## src/rtl/core/wmm_ram.sv

```systemverilog
module wmm_ram #(
  parameter int WIDTH = 8,
  parameter int DEPTH = 256
) (
  input  logic                     clk_i,
  input  logic                     we_i,
  input  logic [$clog2(DEPTH)-1:0] waddr_i,
  input  logic [WIDTH-1:0]         wdata_i,
  input  logic [$clog2(DEPTH)-1:0] raddr_i,
  output logic [WIDTH-1:0]         rdata_o
);

  logic [WIDTH-1:0] mem_q [DEPTH];
  logic [WIDTH-1:0] rdata_q;

  // one write port, one registered read port
  always_ff @(posedge clk_i) begin
    if (we_i) begin
      mem_q[waddr_i] <= wdata_i;
    end
    rdata_q <= mem_q[raddr_i];
  end

  assign rdata_o = rdata_q;

endmodule

```

## config.mk

```make
export PLATFORM = sky130hd
export DESIGN_NAME = wmm_ram
export DESIGN_NICKNAME = d
export VERILOG_FILES = /design/src/rtl/core/wmm_ram.sv
export SDC_FILE = /design/constraint.sdc
export NUM_CORES = 2
export LEC_CHECK = 0
export BUFFER_PORTS_ARGS = -buffer_cell sky130_fd_sc_hd__buf_2
export CAP_MARGIN = 25
export CORE_MARGIN = 2
export CORE_UTILIZATION = 35
export CTS_BUF_LIST = sky130_fd_sc_hd__clkbuf_4
export DETAILED_ROUTE_END_ITERATION = 10
export SLEW_MARGIN = 20
export SYNTH_ARGS = -nofsm -noshare
export SYNTH_HDL_FRONTEND = slang
export SYNTH_SLANG_ARGS = --single-unit
```

## constraint.sdc

```tcl
create_clock -name clk_i -period 2 [get_ports clk_i]
set_clock_uncertainty 0.05 [all_clocks]
set_input_delay 0.2 -clock clk_i [delete_from_list [all_inputs] [get_ports clk_i]]
set_output_delay 0.2 -clock clk_i [all_outputs]
set_load 0.02 [all_outputs]
```

-- Yosys cells after proc, flatten, opt, wreduce, memory -nomap -nowiden
Memory sizes are Yosys's and may differ from the RTL's. A register that Yosys moved wholly into a read port is not among the register bits.
Cells that the tools add are included.
- register bits after elaboration: 0
- RAM bits: 2048
- output and inout bits: 8
- logic and storage cells: 3
- memories kept: 1
- memories (memory ; depth ; bits a word ; rd ports ; clocked after memory_dff ; write ports ; RTL line ; source):
    mem_q ; 256 ; 8 ; 1 ; 1 ; 1 ; 13 ; logic [WIDTH-1:0] mem_q [DEPTH];
- muxes and demuxes: 2
- operators by type and width (kind ; count):
    1-bit two-way mux ; 2

-- Longest topological paths before layout
- depth in word-level cells: 2
- gate-level depth with buffers: 11

-- Worst setup path before layout
No wires, ideal clock.
- path type: input to register
- from: in raddr_i[0]
- to: reg rdata_q[2] (netlist: rdata_o[2]) (read register of mem_q)
- library setup time: 0.131 ns
- data arrival time: 2.007 ns
- data required time: 1.819 ns
- path slack: -0.188 ns
- cell stages on the path: 9
- path buffers: 4
- path through: buf_6 -> buf_12 -> buf_8 -> buf_2 -> mux4_2 -> a22oi_1 -> a21oi_1 -> nor4_1 -> nor4_2
- RTL lines (what ; RTL line ; source):
    from (decl) ; 9 ; input logic [$clog2(DEPTH)-1:0] raddr_i,
    to (decl) ; 14 ; logic [WIDTH-1:0] rdata_q;

==> results.md <==
* Status: finished with violations
* Failing checks: setup timing
* Seq/Total Area, Yosys at 77.5%
* Reg2Reg Capture Point: rdata_o[6]
* Root buf cell: clkbuf_4
* # DRC at 0
* Yosys warns at 0
* Post-synth EDFFs at 2,048
* Synth Cell Area at 0.0796 mm2
* Post-route ant nets at 0
* Initial antenna violation count at 13
* Global route overflow at 0
* RSZ-0062 raised after global routing: true
* Power share of the combinational group at 6.2%
* Layout cells sized above 1 at 41.0%
* Met2 Usage GRT at 29.4%
* Placeable Area at 0.227 mm2
* Syn Inst Count at 3,733
* Largest net degree at the start of global routing at 82
* Switching Share at 22.4%
* Worst-Skew Late Latency at 1370 ps
* Global routing's busiest layer: met2
* Max Fclk at 0.424 GHz
* Via-to-Cell Ratio at 5.27
* Die Ht at 481 um
* Initial Util at 35.1%
* Max-Cap Viols at 0
* Clock transition at path regs at 60 ps
* CTS buffer count at 537
* Hold endpoint: rdata_o[6]
* HP Start: raddr_i[0]
* Place WS at -1290 ps
* Total die area at 0.231 mm2
* R2r startpoint: mem_q[80][6]
* Htree depth at 6
* Worst EP required at 3140 ps
* Flop pwr share at 54.6%
* Placed cell areas at 0.0892 mm2
* Leakage at 31.8 nW
* Port bufs at 33
* HPWL after DPL at 137,000 um
* Grt met1 use at 24.8%
* Slew @ Worst Pin at 721 ps
* Die X at 481 um
* Via count at 43,200
* Pwr dens at 903 mW/mm2
* Number of global-route vias before repair at 44,900
* Int Pwr at 67.6 mW
* Min-Delay Path Class: input pin to flop
* Setup crit end kind: flop
* Worst setup margin at -356 ps
* CTS tree: done
* Period utilization at 118%
* Ys async rst share at 0%
* Area delta synth->final at 21.2%
* Final Cell Area at 0.0964 mm2
* Post-CTS Repair Setup Buffers at 0
* Post-Syn Nets at 3,759
* DRT iter0 DRCs at 4,773
* Final hold violation count at 0
* Gp weighted congestion at 0.873
* Largest fanout on the critical path at 1
* CP Class: flop to flop
* Io pins at 34
* Final WL at 214,000 um
* Clock sinks at 2,056
* First-pass GRT wire length at 309,000 um
* Max IR drop VDD at 0.545 mV
* Ys flop type: edfxtp_1
* Endpoints failing setup at 16
* Syn avg cell area at 21.3 um2
* Clock Power Share at 39.1%
* Clock buffer depth at 4
* Slew Limit Fails at 0
* Hold path cells at 8
* #FFs+latches synth at 2,056
* Worst rel slew slack at 51.4%
* Nets at 4,895
* Switching power at 19.5 mW
* Area leader, netlist: edfxtp_1
* Total track usage at 18.4%
* Wire length per cell at 26.1 um
* Path depth of the worst reg2reg path at 7
* R2r setup slk at -360 ps
* Final period demand of the worst path at 2360 ps
* Count of distinct cell types in the synthesized netlist at 55
* Drt pass-1 iters at 5
* Startpoint types: flop
* Global Route met3 Usage at 4.04%
* Share of the synthesized area in the top cell type at 77.3%
* Top area cells in the synthesized netlist: edfxtp_1, mux4_2, mux2i_1, nor2_1, a22oi_1
* Rows at 175
* Fill cell count at 19,800
* Worst endpoint data arrival time at 3500 ps
per-stage QoR:
step                      power, mW  hold WS, ps  instances  utilization [%]  setup TNS (ps)
after global routing           90.5          175       8187             42.5           -4120
after CTS                      88.1         91.1       8184             42.5           -6870
after detailed placement       53.7          524       7295             39.4          -11510
after floorplan                50.9          249       3733                -          -45300
after global placement         53.6          524       7294             39.4          -10480
final                          87.1          224       8193             42.5           -2880
cells by family (layout without fill, tap and decap cells):
family          after synthesis  in the layout  synth area share (%)
flops                      2056           2056                  77.5
other cells                   0             12                     0
simple gates                466            466                  2.63
buf+inv                     235           1674                  1.83
mux                         591            591                  14.6
compound gates              385            385                  3.42
worst max path at each step:
stage / from / to / depth (start not counted)
2_1_floorplan: raddr_i[0] / rdata_o[0] / 9
4_1_cts: mem_q[84][7] / rdata_o[7] / 6
3_3_place_gp: raddr_i[0] / rdata_o[6] / 10
3_5_place_dp: raddr_i[0] / rdata_o[4] / 9
5_1_grt: mem_q[80][6] / rdata_o[6] / 7
6_report: mem_q[80][6] / rdata_o[6] / 7
layout by cell type (no fill, tap or decap), drive strengths merged, types with 8 or more instances in the layout:
cell         netlist  final
a22o               8      8
o221ai            47     47
mux2i            134    134
a211oi            16     16
clkinv             1     66
nor2             282    282
nand2             33     33
dlygate4sd3        0     36
inv                1     16
edfxtp          2048   2048
nor4              27     27
diode              0     12
a22oi            133    133
nor3              22     22
nand3             34     34
nand4             10     10
a221oi            14     14
nand2b             8      8
o22ai             28     28
buf              122    793
nor2b             31     31
o21ai             12     12
a21oi             96     96
o211ai            10     10
clkbuf           111    755
dfxtp              8      8
mux4             456    456
critical path, stage by stage (launching register included):
cell and delay (ps):
edfxtp_1 360, mux4_2 470, a22o_1 290, a221oi_2 220, buf_4 190, o32ai_2 90, nor3_4 440, nor4_2 100
per-layer routing:
metal	vias to the layer above	wire [um]	part of all wire, %
li1	18300	-	-
met4	4	6510	3.0
met2	1912	103000	48
met3	379	16200	7.6
met5	-	27	0.013
met1	22600	87900	41
power groups by stage:
| stage | combinational [mW] | sequential (mW) | clock (mW) |
|---|---|---|---|
| 2_1_floorplan | 2.38 | 48.5 | 0 |
| 3_3_place_gp | 5.09 | 48.5 | 0 |
| 3_5_place_dp | 5.16 | 48.5 | 0 |
| 4_1_cts | 5.43 | 47.6 | 35.1 |
| 5_1_grt | 5.71 | 47.6 | 37.3 |
| 6_report | 5.42 | 47.6 | 34.1 |
synth_stat cells, drive strengths merged, types with 22 or more instances:
master / count
a21oi: 96
a22oi: 133
buf: 122
clkbuf: 111
edfxtp: 2048
mux2i: 134
mux4: 456
nand2: 33
nand3: 34
nor2: 282
nor2b: 31
nor3: 22
nor4: 27
o221ai: 47
o22ai: 28
state kept, by name, summed over array words and instances (netlist names):
register  flops
rdata_o       8
mem_q      2048
area by class of cell:
class | count | area [um2] | share of cell area [%]
clock buffer | 755 | 5670 | 5.88
multi-input combinational | 1442 | 16900 | 17.6
inverter | 2 | 7.51 | 0.00779
tap | 3009 | 3760 | 3.90
timing repair buffer | 830 | 7860 | 8.15
sequential | 2056 | 61700 | 64.0
clock inverter | 87 | 473 | 0.491
antenna | 12 | 30.0 | 0.0311
what timing repair did:
item | in CTS | in global routing
resized for setup | 82 | 22
hold endpoints to repair | 4100 | 224
hold buffers | 48 | 2
pin swaps | 17 | 19
endpoints found under the setup margin | 16 | 38
Note: power is estimated with default switching activity, not from simulation.
